==> src/hdl/acng_pkg.sv <==
// Shared types and constants of the audio compressor with noise gate.
// Holds the word formats, the register map, the job format and the sequencer states.
// No dependencies.
package acng_pkg;

    // Fixed-point format of the envelopes and the sample width.
    localparam int FRACTION_BITS = 24;
    localparam int SAMPLE_BITS   = 16;
    localparam int LEVEL_W       = 15;
    localparam int DECAY_W       = 24;
    localparam int GAIN_W        = 10;
    localparam int CFG_DATA_W    = 24;
    localparam int CFG_INDEX_W   = 3;

    localparam int PEAK_W    = SAMPLE_BITS + FRACTION_BITS;
    localparam int GATE_W    = LEVEL_W + FRACTION_BITS;
    localparam int MUL_W     = 32;
    localparam int PROD_W    = 2 * MUL_W;
    localparam int DRIVE_W   = SAMPLE_BITS + GAIN_W;
    localparam int MT_W      = SAMPLE_BITS + LEVEL_W;
    localparam int NUM_W     = MT_W + GATE_W;
    localparam int DEN_SPLIT = PEAK_W / 2;
    localparam int DEN_W     = PEAK_W + LEVEL_W;
    localparam int DIV_STEPS = SAMPLE_BITS + 1;
    localparam int CNT_W     = $clog2(DIV_STEPS);

    // Register map.
    localparam logic [CFG_INDEX_W-1:0] REG_ENABLE      = 3'd0;
    localparam logic [CFG_INDEX_W-1:0] REG_PEAK_DECAY  = 3'd1;
    localparam logic [CFG_INDEX_W-1:0] REG_GATE_DECAY  = 3'd2;
    localparam logic [CFG_INDEX_W-1:0] REG_PEAK_FLOOR  = 3'd3;
    localparam logic [CFG_INDEX_W-1:0] REG_TARGET      = 3'd4;
    localparam logic [CFG_INDEX_W-1:0] REG_GATE_GAIN   = 3'd5;
    localparam logic [CFG_INDEX_W-1:0] REG_GATE_LIMIT  = 3'd6;

    // Reset values of the registers.
    localparam logic [DECAY_W-1:0] RST_PEAK_DECAY = 24'd16776880;
    localparam logic [DECAY_W-1:0] RST_GATE_DECAY = 24'd16775538;
    localparam logic [LEVEL_W-1:0] RST_PEAK_FLOOR = 15'd512;
    localparam logic [LEVEL_W-1:0] RST_TARGET     = 15'd30000;
    localparam logic [GAIN_W-1:0]  RST_GATE_GAIN  = 10'd100;
    localparam logic [LEVEL_W-1:0] RST_GATE_LIMIT = 15'd32767;

    typedef struct packed {
        logic signed [SAMPLE_BITS-1:0] sample_in;
        logic                          last_in_block;
    } in_word_t;

    typedef struct packed {
        logic signed [SAMPLE_BITS-1:0] sample_out;
        logic                          last_out;
    } out_word_t;

    typedef struct packed {
        logic               compressor_enable;
        logic [DECAY_W-1:0] peak_decay;
        logic [DECAY_W-1:0] gate_decay;
        logic [LEVEL_W-1:0] peak_floor;
        logic [LEVEL_W-1:0] target_level;
        logic [GAIN_W-1:0]  gate_gain;
        logic [LEVEL_W-1:0] gate_limit;
    } cfg_t;

    // A classified sample as it travels from the front end to the back end.
    typedef struct packed {
        logic [SAMPLE_BITS-1:0] sample;
        logic [SAMPLE_BITS-1:0] mag;
        logic                   neg;
        logic                   last;
        logic                   bypass;
    } job_t;

    typedef enum logic [3:0] {
        BK_IDLE,
        BK_PD_HI,
        BK_PD_LO,
        BK_GD_HI,
        BK_GD_LO,
        BK_DRIVE,
        BK_MT,
        BK_NUM_LO,
        BK_NUM_HI,
        BK_DEN_LO,
        BK_DEN_HI,
        BK_CHECK,
        BK_CMP,
        BK_DIV,
        BK_DONE
    } bk_state_t;

endpackage

==> src/hdl/acng_front.sv <==
// Front end of the compressor: accepts input words and classifies them.
// Rectifies the sample and marks words that bypass processing.
// Depends on acng_pkg.
module acng_front (
    input  logic               clk,
    input  logic               rst_n,
    input  logic               enable,
    input  logic               in_valid,
    output logic               in_ready,
    input  acng_pkg::in_word_t in_word,
    output logic               job_valid,
    input  logic               job_ready,
    output acng_pkg::job_t     job
);
    import acng_pkg::*;

    logic                   valid_reg;
    job_t                   job_reg;
    job_t                   job_next;
    logic [SAMPLE_BITS-1:0] raw;

    assign raw = in_word.sample_in;

    always_comb
    begin
        job_next.sample = raw;
        job_next.neg    = raw[SAMPLE_BITS-1];
        job_next.mag    = raw[SAMPLE_BITS-1] ? (~raw + 1'b1) : raw;
        job_next.last   = in_word.last_in_block;
        job_next.bypass = ~enable;
    end

    assign in_ready  = ~valid_reg | job_ready;
    assign job_valid = valid_reg;
    assign job       = job_reg;

    always_ff @(posedge clk or negedge rst_n)
    begin
        if (!rst_n)
        begin
            valid_reg <= 1'b0;
        end
        else if (in_ready)
        begin
            valid_reg <= in_valid;
        end
    end

    always_ff @(posedge clk)
    begin
        if (in_valid && in_ready)
        begin
            job_reg <= job_next;
        end
    end

endmodule

==> src/hdl/acng_queue.sv <==
// Short job queue between the front end and the back end.
// A small circular buffer of classified samples.
// Depends on acng_pkg.
module acng_queue #(
    parameter int DEPTH = 2
) (
    input  logic           clk,
    input  logic           rst_n,
    input  logic           push_valid,
    output logic           push_ready,
    input  acng_pkg::job_t push_job,
    output logic           pop_valid,
    input  logic           pop_ready,
    output acng_pkg::job_t pop_job
);
    import acng_pkg::*;

    localparam int PTR_W   = (DEPTH > 1) ? $clog2(DEPTH) : 1;
    localparam int COUNT_W = $clog2(DEPTH + 1);

    job_t               mem [DEPTH];
    logic [PTR_W-1:0]   wr_ptr_reg;
    logic [PTR_W-1:0]   rd_ptr_reg;
    logic [COUNT_W-1:0] count_reg;
    logic               do_push;
    logic               do_pop;

    assign push_ready = (count_reg != COUNT_W'(DEPTH));
    assign pop_valid  = (count_reg != '0);
    assign pop_job    = mem[rd_ptr_reg];
    assign do_push    = push_valid & push_ready;
    assign do_pop     = pop_valid & pop_ready;

    always_ff @(posedge clk or negedge rst_n)
    begin
        if (!rst_n)
        begin
            wr_ptr_reg <= '0;
            rd_ptr_reg <= '0;
            count_reg  <= '0;
        end
        else
        begin
            if (do_push)
            begin
                wr_ptr_reg <= (wr_ptr_reg == PTR_W'(DEPTH - 1)) ? '0 : wr_ptr_reg + 1'b1;
            end
            if (do_pop)
            begin
                rd_ptr_reg <= (rd_ptr_reg == PTR_W'(DEPTH - 1)) ? '0 : rd_ptr_reg + 1'b1;
            end
            if (do_push && !do_pop)
            begin
                count_reg <= count_reg + 1'b1;
            end
            else if (do_pop && !do_push)
            begin
                count_reg <= count_reg - 1'b1;
            end
        end
    end

    always_ff @(posedge clk)
    begin
        if (do_push)
        begin
            mem[wr_ptr_reg] <= push_job;
        end
    end

endmodule

==> src/hdl/acng_back.sv <==
// Back end of the compressor: envelope update, gain product and serial divider.
// One shared 32x32 multiplier is stepped by a sequencer; the quotient is formed bit by bit.
// Depends on acng_pkg.
module acng_back (
    input  logic                clk,
    input  logic                rst_n,
    input  acng_pkg::cfg_t      cfg,
    input  logic                job_valid,
    output logic                job_ready,
    input  acng_pkg::job_t      job,
    output logic                out_valid,
    input  logic                out_ready,
    output acng_pkg::out_word_t out_word
);
    import acng_pkg::*;

    bk_state_t              state_reg;
    bk_state_t              state_next;

    logic [PEAK_W-1:0]      peak_reg;
    logic [GATE_W-1:0]      gate_reg;
    logic [PROD_W-1:0]      prod_reg;
    logic [PEAK_W-1:0]      acc_reg;
    logic [MT_W-1:0]        mt_reg;
    logic [NUM_W-1:0]       num_reg;
    logic [DEN_W-1:0]       den_reg;
    logic [DEN_W-1:0]       rem_reg;
    logic [DIV_STEPS-1:0]   q_reg;
    logic [CNT_W-1:0]       cnt_reg;
    logic                   sat_reg;
    logic [SAMPLE_BITS-1:0] mag_reg;
    logic                   neg_reg;
    logic                   last_reg;
    logic                   out_valid_reg;
    out_word_t              out_word_reg;

    logic [MUL_W-1:0]       mul_a;
    logic [MUL_W-1:0]       mul_b;
    logic [PROD_W-1:0]      mul_p;
    logic [LEVEL_W-1:0]     floor_v;
    logic [LEVEL_W-1:0]     limit_v;
    logic [PEAK_W-1:0]      pdec;
    logic [PEAK_W-1:0]      mag_sh;
    logic [PEAK_W-1:0]      floor_sh;
    logic [PEAK_W-1:0]      peak_new;
    logic [DRIVE_W-1:0]     drive;
    logic [LEVEL_W-1:0]     drive_c;
    logic [GATE_W-1:0]      drive_sh;
    logic                   overflow;
    logic [DEN_W:0]         trial;
    logic                   trial_ge;
    logic [DIV_STEPS-1:0]   q_lim;
    logic [DIV_STEPS-1:0]   q_clip;
    logic [SAMPLE_BITS-1:0] result;
    logic                   slot_free;
    logic                   take_job;
    logic                   load_bypass;
    logic                   load_result;

    assign slot_free = ~out_valid_reg | out_ready;
    assign out_valid = out_valid_reg;
    assign out_word  = out_word_reg;

    // A zero floor or limit acts as one.
    assign floor_v = (cfg.peak_floor == '0) ? LEVEL_W'(1) : cfg.peak_floor;
    assign limit_v = (cfg.gate_limit == '0) ? LEVEL_W'(1) : cfg.gate_limit;

    // Shared multiplier operands, chosen by the step being run.
    always_comb
    begin
        mul_a = '0;
        mul_b = '0;
        unique case (state_reg)
            BK_PD_HI:
            begin
                mul_a = MUL_W'(peak_reg[PEAK_W-1:FRACTION_BITS]);
                mul_b = MUL_W'(cfg.peak_decay);
            end
            BK_PD_LO:
            begin
                mul_a = MUL_W'(peak_reg[FRACTION_BITS-1:0]);
                mul_b = MUL_W'(cfg.peak_decay);
            end
            BK_GD_HI:
            begin
                mul_a = MUL_W'(gate_reg[GATE_W-1:FRACTION_BITS]);
                mul_b = MUL_W'(cfg.gate_decay);
            end
            BK_GD_LO:
            begin
                mul_a = MUL_W'(gate_reg[FRACTION_BITS-1:0]);
                mul_b = MUL_W'(cfg.gate_decay);
            end
            BK_DRIVE:
            begin
                mul_a = MUL_W'(mag_reg);
                mul_b = MUL_W'(cfg.gate_gain);
            end
            BK_MT:
            begin
                mul_a = MUL_W'(mag_reg);
                mul_b = MUL_W'(cfg.target_level);
            end
            BK_NUM_LO:
            begin
                mul_a = MUL_W'(prod_reg[MT_W-1:0]);
                mul_b = MUL_W'(gate_reg[FRACTION_BITS-1:0]);
            end
            BK_NUM_HI:
            begin
                mul_a = MUL_W'(mt_reg);
                mul_b = MUL_W'(gate_reg[GATE_W-1:FRACTION_BITS]);
            end
            BK_DEN_LO:
            begin
                mul_a = MUL_W'(peak_reg[DEN_SPLIT-1:0]);
                mul_b = MUL_W'(limit_v);
            end
            BK_DEN_HI:
            begin
                mul_a = MUL_W'(peak_reg[PEAK_W-1:DEN_SPLIT]);
                mul_b = MUL_W'(limit_v);
            end
            default:
            begin
                mul_a = '0;
                mul_b = '0;
            end
        endcase
    end

    assign mul_p = PROD_W'(mul_a) * PROD_W'(mul_b);

    // Peak envelope: largest of the decayed peak, the magnitude and the floor.
    assign pdec     = acc_reg + PEAK_W'(prod_reg[2*FRACTION_BITS-1:FRACTION_BITS]);
    assign mag_sh   = {mag_reg, {FRACTION_BITS{1'b0}}};
    assign floor_sh = PEAK_W'({floor_v, {FRACTION_BITS{1'b0}}});

    always_comb
    begin
        peak_new = pdec;
        if (mag_sh > peak_new)
        begin
            peak_new = mag_sh;
        end
        if (floor_sh > peak_new)
        begin
            peak_new = floor_sh;
        end
    end

    // Gate drive, clamped to the limit.
    assign drive    = prod_reg[DRIVE_W-1:0];
    assign drive_c  = (drive > DRIVE_W'(limit_v)) ? limit_v : drive[LEVEL_W-1:0];
    assign drive_sh = {drive_c, {FRACTION_BITS{1'b0}}};

    // Quotient overflow check and one restoring divide step.
    assign overflow = ({{(DEN_W + DIV_STEPS - NUM_W){1'b0}}, num_reg} >= {den_reg, {DIV_STEPS{1'b0}}});
    assign trial    = {rem_reg, num_reg[DIV_STEPS-1]};
    assign trial_ge = (trial >= {1'b0, den_reg});

    // Saturate the magnitude and restore the sign.
    assign q_lim  = neg_reg ? DIV_STEPS'(1) << (SAMPLE_BITS - 1)
                            : (DIV_STEPS'(1) << (SAMPLE_BITS - 1)) - 1'b1;
    assign q_clip = (sat_reg || (q_reg > q_lim)) ? q_lim : q_reg;
    assign result = neg_reg ? (~q_clip[SAMPLE_BITS-1:0] + 1'b1) : q_clip[SAMPLE_BITS-1:0];

    always_comb
    begin
        state_next  = state_reg;
        job_ready   = 1'b0;
        take_job    = 1'b0;
        load_bypass = 1'b0;
        load_result = 1'b0;
        unique case (state_reg)
            BK_IDLE:
            begin
                job_ready = job.bypass ? slot_free : 1'b1;
                if (job_valid && job_ready)
                begin
                    if (job.bypass)
                    begin
                        load_bypass = 1'b1;
                    end
                    else
                    begin
                        take_job   = 1'b1;
                        state_next = BK_PD_HI;
                    end
                end
            end
            BK_PD_HI:  state_next = BK_PD_LO;
            BK_PD_LO:  state_next = BK_GD_HI;
            BK_GD_HI:  state_next = BK_GD_LO;
            BK_GD_LO:  state_next = BK_DRIVE;
            BK_DRIVE:  state_next = BK_MT;
            BK_MT:     state_next = BK_NUM_LO;
            BK_NUM_LO: state_next = BK_NUM_HI;
            BK_NUM_HI: state_next = BK_DEN_LO;
            BK_DEN_LO: state_next = BK_DEN_HI;
            BK_DEN_HI: state_next = BK_CHECK;
            BK_CHECK:  state_next = BK_CMP;
            BK_CMP:    state_next = overflow ? BK_DONE : BK_DIV;
            BK_DIV:
            begin
                if (cnt_reg == CNT_W'(DIV_STEPS - 1))
                begin
                    state_next = BK_DONE;
                end
            end
            BK_DONE:
            begin
                if (slot_free)
                begin
                    load_result = 1'b1;
                    state_next  = BK_IDLE;
                end
            end
            default:   state_next = BK_IDLE;
        endcase
    end

    always_ff @(posedge clk or negedge rst_n)
    begin
        if (!rst_n)
        begin
            state_reg     <= BK_IDLE;
            out_valid_reg <= 1'b0;
            peak_reg      <= '0;
            gate_reg      <= '0;
        end
        else
        begin
            state_reg <= state_next;
            if (load_bypass || load_result)
            begin
                out_valid_reg <= 1'b1;
            end
            else if (out_ready)
            begin
                out_valid_reg <= 1'b0;
            end
            if (state_reg == BK_GD_HI)
            begin
                peak_reg <= peak_new;
            end
            if (state_reg == BK_MT)
            begin
                gate_reg <= (drive_sh > acc_reg[GATE_W-1:0]) ? drive_sh : acc_reg[GATE_W-1:0];
            end
        end
    end

    always_ff @(posedge clk)
    begin
        prod_reg <= mul_p;
        if (take_job)
        begin
            mag_reg  <= job.mag;
            neg_reg  <= job.neg;
            last_reg <= job.last;
        end
        if (load_bypass)
        begin
            out_word_reg.sample_out <= job.sample;
            out_word_reg.last_out   <= job.last;
        end
        else if (load_result)
        begin
            out_word_reg.sample_out <= result;
            out_word_reg.last_out   <= last_reg;
        end
        unique case (state_reg)
            BK_PD_LO:  acc_reg <= prod_reg[PEAK_W-1:0];
            BK_GD_LO:  acc_reg <= prod_reg[PEAK_W-1:0];
            BK_DRIVE:  acc_reg <= acc_reg + PEAK_W'(prod_reg[2*FRACTION_BITS-1:FRACTION_BITS]);
            BK_NUM_LO: mt_reg  <= prod_reg[MT_W-1:0];
            BK_NUM_HI: num_reg <= NUM_W'(prod_reg[MT_W+FRACTION_BITS-1:0]);
            BK_DEN_LO:
            begin
                num_reg <= num_reg
                         + (NUM_W'(prod_reg[MT_W+LEVEL_W-1:0]) << FRACTION_BITS);
            end
            BK_DEN_HI: den_reg <= DEN_W'(prod_reg[DEN_SPLIT+LEVEL_W-1:0]);
            BK_CHECK:
            begin
                den_reg <= den_reg
                         + (DEN_W'(prod_reg[DEN_SPLIT+LEVEL_W-1:0]) << DEN_SPLIT);
            end
            BK_CMP:
            begin
                sat_reg <= overflow;
                rem_reg <= DEN_W'(num_reg[NUM_W-1:DIV_STEPS]);
                q_reg   <= '0;
                cnt_reg <= '0;
            end
            BK_DIV:
            begin
                rem_reg <= trial_ge ? DEN_W'(trial - {1'b0, den_reg}) : DEN_W'(trial);
                num_reg <= num_reg << 1;
                q_reg   <= {q_reg[DIV_STEPS-2:0], trial_ge};
                cnt_reg <= cnt_reg + 1'b1;
            end
            default:
            begin
            end
        endcase
    end

endmodule

==> src/hdl/audio_compressor_noise_gate.sv <==
// Top level of the peak-envelope audio compressor with noise gate.
// Holds the register file and connects front end, job queue and back end.
// Depends on acng_pkg, acng_front, acng_queue and acng_back.

// Each accepted word carries one signed 16-bit sample. When compression is
// enabled, the block updates a decaying peak envelope and a decaying gate level
// from the sample's magnitude and returns sample * target / peak * gate / limit,
// truncated toward zero and saturated to 16 bits; when it is disabled, the
// sample passes unchanged and both envelopes hold. A processed sample occupies
// the back end through ten products on the single shared 32x32 multiplier
// (envelope decay, gate drive, the gain numerator and the divisor), a step to
// finish the divisor, one overflow check and 17 steps of the bit-serial
// divider, plus a step each to start and to hand over the result. A sample
// whose quotient overflows skips the divider and saturates. The back end takes
// no new sample until it has handed over the last one; a pass-through sample
// goes from idle straight to the output register. The front end and a short
// job queue keep taking words while the back end is busy, and the output
// register holds a finished word until it is taken. Registers are written
// through cfg_write, cfg_index and cfg_data with no read-back. The user must
// write them only while the block is idle; the block does not enforce this.
// Indexes beyond the register list are ignored; no clearing pass after reset.
module audio_compressor_noise_gate #(
    parameter int QUEUE_DEPTH = 2
) (
    input  logic                                 clk,
    input  logic                                 rst_n,
    input  logic                                 in_valid,
    output logic                                 in_ready,
    input  acng_pkg::in_word_t                   in_word,
    output logic                                 out_valid,
    input  logic                                 out_ready,
    output acng_pkg::out_word_t                  out_word,
    input  logic                                 cfg_write,
    input  logic [acng_pkg::CFG_INDEX_W-1:0]     cfg_index,
    input  logic [acng_pkg::CFG_DATA_W-1:0]      cfg_data
);
    import acng_pkg::*;

    cfg_t cfg_reg;
    logic fq_valid;
    logic fq_ready;
    job_t fq_job;
    logic qb_valid;
    logic qb_ready;
    job_t qb_job;

    // Register file. Written values are cut to the width of each register.
    always_ff @(posedge clk or negedge rst_n)
    begin
        if (!rst_n)
        begin
            cfg_reg.compressor_enable <= 1'b1;
            cfg_reg.peak_decay        <= RST_PEAK_DECAY;
            cfg_reg.gate_decay        <= RST_GATE_DECAY;
            cfg_reg.peak_floor        <= RST_PEAK_FLOOR;
            cfg_reg.target_level      <= RST_TARGET;
            cfg_reg.gate_gain         <= RST_GATE_GAIN;
            cfg_reg.gate_limit        <= RST_GATE_LIMIT;
        end
        else if (cfg_write)
        begin
            unique case (cfg_index)
                REG_ENABLE:     cfg_reg.compressor_enable <= cfg_data[0];
                REG_PEAK_DECAY: cfg_reg.peak_decay        <= cfg_data[DECAY_W-1:0];
                REG_GATE_DECAY: cfg_reg.gate_decay        <= cfg_data[DECAY_W-1:0];
                REG_PEAK_FLOOR: cfg_reg.peak_floor        <= cfg_data[LEVEL_W-1:0];
                REG_TARGET:     cfg_reg.target_level      <= cfg_data[LEVEL_W-1:0];
                REG_GATE_GAIN:  cfg_reg.gate_gain         <= cfg_data[GAIN_W-1:0];
                REG_GATE_LIMIT: cfg_reg.gate_limit        <= cfg_data[LEVEL_W-1:0];
                default:
                begin
                end
            endcase
        end
    end

    // The front end rectifies each sample and tags it for pass-through when
    // compression is off, so the back end never has to look at the sign bit.
    acng_front u_front (
        .clk       (clk),
        .rst_n     (rst_n),
        .enable    (cfg_reg.compressor_enable),
        .in_valid  (in_valid),
        .in_ready  (in_ready),
        .in_word   (in_word),
        .job_valid (fq_valid),
        .job_ready (fq_ready),
        .job       (fq_job)
    );

    // The queue lets the front end keep accepting while a divide is running.
    acng_queue #(
        .DEPTH (QUEUE_DEPTH)
    ) u_queue (
        .clk        (clk),
        .rst_n      (rst_n),
        .push_valid (fq_valid),
        .push_ready (fq_ready),
        .push_job   (fq_job),
        .pop_valid  (qb_valid),
        .pop_ready  (qb_ready),
        .pop_job    (qb_job)
    );

    // The back end owns both envelopes and the output register.
    acng_back u_back (
        .clk       (clk),
        .rst_n     (rst_n),
        .cfg       (cfg_reg),
        .job_valid (qb_valid),
        .job_ready (qb_ready),
        .job       (qb_job),
        .out_valid (out_valid),
        .out_ready (out_ready),
        .out_word  (out_word)
    );

endmodule

==> config.mk <==
export PLATFORM = sky130hd
export DESIGN_NAME = audio_compressor_noise_gate
export DESIGN_NICKNAME = d
export VERILOG_FILES = /design/src/hdl/acng_pkg.sv /design/src/hdl/acng_front.sv /design/src/hdl/acng_queue.sv /design/src/hdl/acng_back.sv /design/src/hdl/audio_compressor_noise_gate.sv
export SDC_FILE = /design/constraint.sdc
export NUM_CORES = 2
export LEC_CHECK = 0
export ABC_AREA = 1
export ABC_CLOCK_PERIOD_IN_PS = 12100
export BUFFER_PORTS_ARGS = -buffer_cell sky130_fd_sc_hd__buf_2
export CAP_MARGIN = 20
export CELL_PAD_IN_SITES_DETAIL_PLACEMENT = 1
export CELL_PAD_IN_SITES_GLOBAL_PLACEMENT = 2
export CORE_MARGIN = 2
export CORE_UTILIZATION = 41
export CTS_BUF_LIST = sky130_fd_sc_hd__clkbuf_4
export CTS_CLUSTER_DIAMETER = 30
export DETAILED_ROUTE_END_ITERATION = 10
export GPL_TIMING_DRIVEN = 0
export PLACE_DENSITY_LB_ADDON = 0.1
export SLEW_MARGIN = 30
export SYNTH_ARGS = -nofsm -noshare
export SYNTH_HDL_FRONTEND = slang
export SYNTH_HIERARCHICAL = 1
export SYNTH_SLANG_ARGS = --single-unit
==> constraint.sdc <==
create_clock -name clk -period 12.1 [get_ports clk]
set_clock_uncertainty 0.2 [all_clocks]
set_input_delay 0.605 -clock clk [delete_from_list [all_inputs] [get_ports clk]]
set_output_delay 0.605 -clock clk [all_outputs]
set_load 0.03 [all_outputs]
**After elaboration in Yosys (flattened, before gate mapping)**

Memories as Yosys holds them, arrays and structs flattened.
Cells that the tools add are included.

- Bits in registers: 592
- Bits in latches: 0
- Bits in writable memories: 70
- Bits in read-only memories: 0
- Input bits: 49
- Memories: 1

- $add $sub $neg: 11
- $mul: 1
- Divide/modulo/power cells: 0
- Order comparisons: 7
- Eq/ne operators: 26
- Shifts and indexed selects: 0
- Multiplexer cells: 45
- Bitwise operators: 9
- Reduce and logical (&&, ||, !) cells: 33

Memories:

| memory | words | width | read ports | clocked after memory_dff | wr ports | line | text |
|---|---|---|---|---|---|---|---|
| u_queue.mem | 2 | 35 | 1 | 0 | 1 | acng_queue.sv:21 | `job_t mem [DEPTH];` |

Operators with widths:

| operator | count |
|---|---|
| 31-bit one-hot mux with 9 select lines | 1 |
| 55-bit one-hot mux with 2 select lines | 2 |
| 70-bit one-hot mux with 3 select lines | 1 |
| 24-bit one-hot mux with 7 select lines | 1 |
| 40-bit two-way mux | 2 |
| 40-bit one-hot mux with 2 select lines | 1 |
| 70-bit by 72-bit greater-or-equal comparator with 1-bit output | 1 |
| 70-bit adder | 1 |
| 15-bit two-way mux | 4 |
| 4-bit one-hot mux with 15 select lines | 1 |
| 56-bit by 55-bit greater-or-equal comparator with 1-bit output | 1 |
| 55-bit adder | 1 |
| 31-bit by 24-bit multiplier with 55-bit output | 1 |
| 55-bit two-way mux | 1 |
| 55-bit subtractor | 1 |
| 16-bit two-way mux | 3 |
| 40-bit by 24-bit adder with 40-bit output | 1 |
| 39-bit by 40-bit greater-than comparator with 1-bit output | 1 |
| 40-bit greater-than comparator | 1 |
| 39-bit greater-than comparator | 1 |
| 39-bit two-way mux | 1 |
| 17-bit two-way mux | 2 |
| 17-bit one-hot mux with 2 select lines | 1 |
| 16-bit by 1-bit adder with 16-bit output, second input constant | 2 |
| 35 further kinds | 99 |

**Logic depth before layout (Yosys ltp)**

- Depth after elaboration: 9
- Gate-level depth with buffers: 44
- Mapped depth without buffers: 42

**Modules after synthesis**

Netlist, hierarchy kept.

By module, submodules not included:

| module | instances | cells an instance | area each (um^2) | sequential area each (um^2) |
|---|---|---|---|---|
| acng_back | 1 | 7601 | 57961.8 | 12482.0 |
| audio_compressor_noise_gate | 1 | 461 | 4149.0 | 2681.3 |
| acng_queue | 1 | 211 | 2830.2 | 2202.1 |
| acng_front | 1 | 118 | 1423.9 | 1016.0 |

**Worst setup path after synthesis**

Ideal clock, no wire load.

- Path type: register -> register
- From: register u_back.state_reg[3]
- To: register u_back.prod_reg[43]
- Setup time: 0.123 ns
- Data arrival time: 8.213 ns
- Data required time: 11.777 ns
- Setup slack: 3.563 ns
- Stages on the path, launching flop included: 31
- Path buffers: 3
- Period minus slack after synthesis: 8.537 ns
- Cells stage by stage: dfrtp_1 > nor2_1 > inv_1 > nor2_1 > clkbuf_1 > a221oi_1 > inv_1 > buf_2 > buf_1 > nand2_1 > fa_1 > inv_1 > fa_1 > fa_1 > fa_1 > fa_1 > fa_1 > inv_1 > fa_1 > inv_1 > ha_1 > nand2_1 > nor2_1 > inv_1 > nor3_1 > inv_1 > nor4_1 > a21oi_1 > o21ai_0 > a21oi_1 > xor2_1

- Word-level cells in the longest chain between the ends: 4

Ends and longest elaborated chain:

| item | line | text |
|---|---|---|
| start, declared | acng_back.sv:17 | `bk_state_t state_reg;` |
| start signal, assigned | acng_back.sv:234 | `state_reg <= state_next;` |
| 4-bit by 3-bit == test with 1-bit output (tied with other cells) | acng_back.sv:73 | `unique case (state_reg)` |
| 2-bit OR reduction (no source line) | - |  |
| 31-bit one-hot mux with 9 select lines or 24-bit one-hot mux with 7 select lines (tied branches) | acng_back.sv:73 |  |
| 31-bit by 24-bit multiplier with 55-bit output (*) | acng_back.sv:132 | `assign mul_p = PROD_W'(mul_a) * PROD_W'(mul_b);` |
| named net u_back.mul_p[43] | acng_back.sv:39 | `logic [PROD_W-1:0] mul_p;` |
| end signal, assigned | acng_back.sv:256 | `prod_reg <= mul_p;` |
| end, declared | acng_back.sv:22 | `logic [PROD_W-1:0] prod_reg;` |

Mark *: on every way through the listed nets, which the timed path passes. The rest lies on a longest branch.
A chain may end at the register's enable or synchronous reset.

**Worst setup path in the final report**

- From: register u_back.state_reg[1]
- To: register u_back.prod_reg[43]

The elaborated chain is that of the path after synthesis.

==> out/metrics.cfg <==
[sta]
max_freq_ghz=0.0878
finalHoldViolations=0
setup_violations=0
post-route-min-period_ps=11380
worst_slew_pin_slew_ps=1170
max_slew_margin_pct=22.1
setup_ws_ps=717
fin_crit_sh_pct=94.1
rsz0062_at_grt=no
drv_slew=0

[clock_tree]
root_buffer=clkbuf_4
cts_setup_buffers=0
clk_pin_slew_worst_paths_ps=60
h-tree-depth=4
cts_tree=built
cts_resized=0
cts_sinks=660
clk_latency_ps=1260
clock_path_buffers=3
numCtsBuffers=203

[floorplan]
core-area_um2=161000
boundaryPins=68
rows=147
die-area_um2=165000
floorplan.initialDensity_pct=41.3
fp.dieW_um=406
fp.dieH_um=406

[synth]
synth_edf_count=412
synth_top_area_share_pct=19.3
synth_cells=8391
ys_ff_latch=660
ys_seq_area_share_pct=27.7
synth_commonest_cells=nand2_1, inv_1, nor2_1
async_flop_share_pct=29.2
synth_area_um2=66400
yosys-top-cells-area=fa_1, edfxtp_1, nand2_1
avgSynthCellArea_um2=7.91
synth_top_cell_by_area=fa_1
synth_fp_nets=9554
synthDistinctLibCells=69
synth_warnings=6
synth_most_common_cell=nand2_1
synth_flop_cell=edfxtp_1

[setup_path]
ff2ff_path_depth=32
cp.required_ps=13010
max_stage_delay_ps=780
critPathMaxFanout=10
crit-reg2reg-capture=u_back/prod_reg[43]
cp-end-kind=flop
crit_slowest_cell=buf_1
startpoint_type=flop
arrival_ps=12300
r2r_start=u_back/state_reg[1]
crit_type=flop to flop
rrSetupSlack_ps=720

[drt]
vias_per_cell=5.49
wirelength_um=287000
wl_per_cell_um=25.7
drc=0
vias=61200
antenna_left=0
dr.pass1.iters=5
drt-initial-drc-count=4673

[layout]
syn_to_final_growth_pct=11.7
nets=9976
largest_reg_flops=104
final_layout_size_suffix_gt1_share_pct=8.36

[min_path]
holdCritStartpoint=in_word[8]
min_path_type=input pin to flop
hold_path_end=u_front/job[10]
holdPathStages=3

[placed_design]
gp_congestion=0.975
hpwl_um=234000
numPortBuffers=67
place_ws_ps=1010

[global_routing]
grt_pass1_vias=64500
overflow=0
grt_pass1_wl_um=420000
grt_max_degree=77
antenna_found_initial=13
track_usage_pct=34.9

[status]
status=completed

[flow_run]
drv_cap=0

cells by family (layout without fill, tap and decap cells):
| family | Yosys count | count (layout) | synth area share [%] |
|---|---|---|---|
| AOI/OAI and AO/OA | 1193 | 1193 | 10.3 |
| xor gates and xnor gates | 144 | 144 | 1.90 |
| adders and majority gates | 1114 | 1114 | 28.2 |
| buffers and inverters | 1891 | 2487 | 11.0 |
| DFF | 660 | 660 | 27.7 |
| other | 0 | 11 | 0 |
| and+or+nand+nor | 3389 | 3389 | 20.9 |
through the flow:
step	hold slack, ps	utilization (%)	std cells	area (um2)	TNS, ps
3_3_place_gp	225	43.2	10600	69400	-6920
5_1_grt	52.1	46.2	11200	74100	0
6_report	144	46.2	11200	74100	0
2_1_floorplan	109	-	8391	66400	0
4_1_cts	3.44	46.2	11100	74100	0
3_5_place_dp	233	43.8	10700	70300	0
metal layers:
layer | global-route usage, % | part of all wire [%] | vias up
met5 | 0 | 0.020 | -
met4 | 17.2 | 5.4 | 8
met3 | 5.69 | 7.0 | 518
met2 | 54.9 | 45 | 2228
met1 | 46.7 | 43 | 30900
li1 | - | - | 27600
critical path: cells and delay by family (launching register included):
family,cells,cell delay (ps)
AOI/OAI and AO/OA,7,2470
xor gates and xnor gates,1,170
DFF,1,540
adders and majority gates,8,3780
buffers and inverters,11,2580
and+or+nand+nor,5,1510
area by class of cell:
cell class	count	area, um2
Fill cell	19800	86400
Tap cell	2160	2700
Inverter	1627	6110
Sequential cell	660	18400
Clock buffer	286	2150
Timing Repair Buffer	217	2040
Multi-Input combinational cell	5840	40900
Clock inverter	93	583
Buffer	264	1220
Antenna cell	11	27.5
cell usage in the layout, fill, tap and decap left out, types with 21 or more instances in the layout:
| cell | n |
|---|---|
| nand2_1 | 2043 |
| clkinv_2 | 22 |
| o22ai_1 | 32 |
| fa_1 | 640 |
| nand3_1 | 290 |
| nand2_2 | 21 |
| nand4_1 | 84 |
| dlygate4sd3_1 | 108 |
| nor4_1 | 32 |
| xnor2_1 | 52 |
| clkbuf_4 | 287 |
| a21oi_1 | 408 |
| buf_4 | 31 |
| clkinv_1 | 68 |
| buf_2 | 160 |
| dfstp_2 | 63 |
| o21a_1 | 29 |
| clkbuf_1 | 139 |
| nor3_1 | 47 |
| dfxtp_1 | 44 |
| o21ai_0 | 443 |
| inv_2 | 26 |
| xor2_1 | 92 |
| nor2_1 | 791 |
| inv_1 | 1587 |
| edfxtp_1 | 412 |
| o21ai_1 | 23 |
| dfrtp_1 | 130 |
| o211ai_1 | 53 |
| ha_1 | 474 |
| a31oi_1 | 54 |
how the worst max path moves through the flow:
stage / end / from / cells after the start
6_report: u_back/prod_reg[43] / u_back/state_reg[1] / 32
4_1_cts: u_back/prod_reg[43] / u_back/state_reg[1] / 32
5_1_grt: u_back/prod_reg[43] / u_back/state_reg[1] / 32
3_5_place_dp: u_back/prod_reg[43] / u_back/state_reg[1] / 32
2_1_floorplan: u_back/prod_reg[43] / u_back/state_reg[3] / 30
3_3_place_gp: u_back/prod_reg[53] / u_back/state_reg[1] / 31
repair_timing:
item                                   in CTS  in global routing
setup endpoints to repair                   0                  0
endpoints found under the hold margin     376                  0
hold buffers                              109                  0
Power is not shown: default switching activity piles up to over one toggle a cycle in this logic, so the estimate is an artifact.
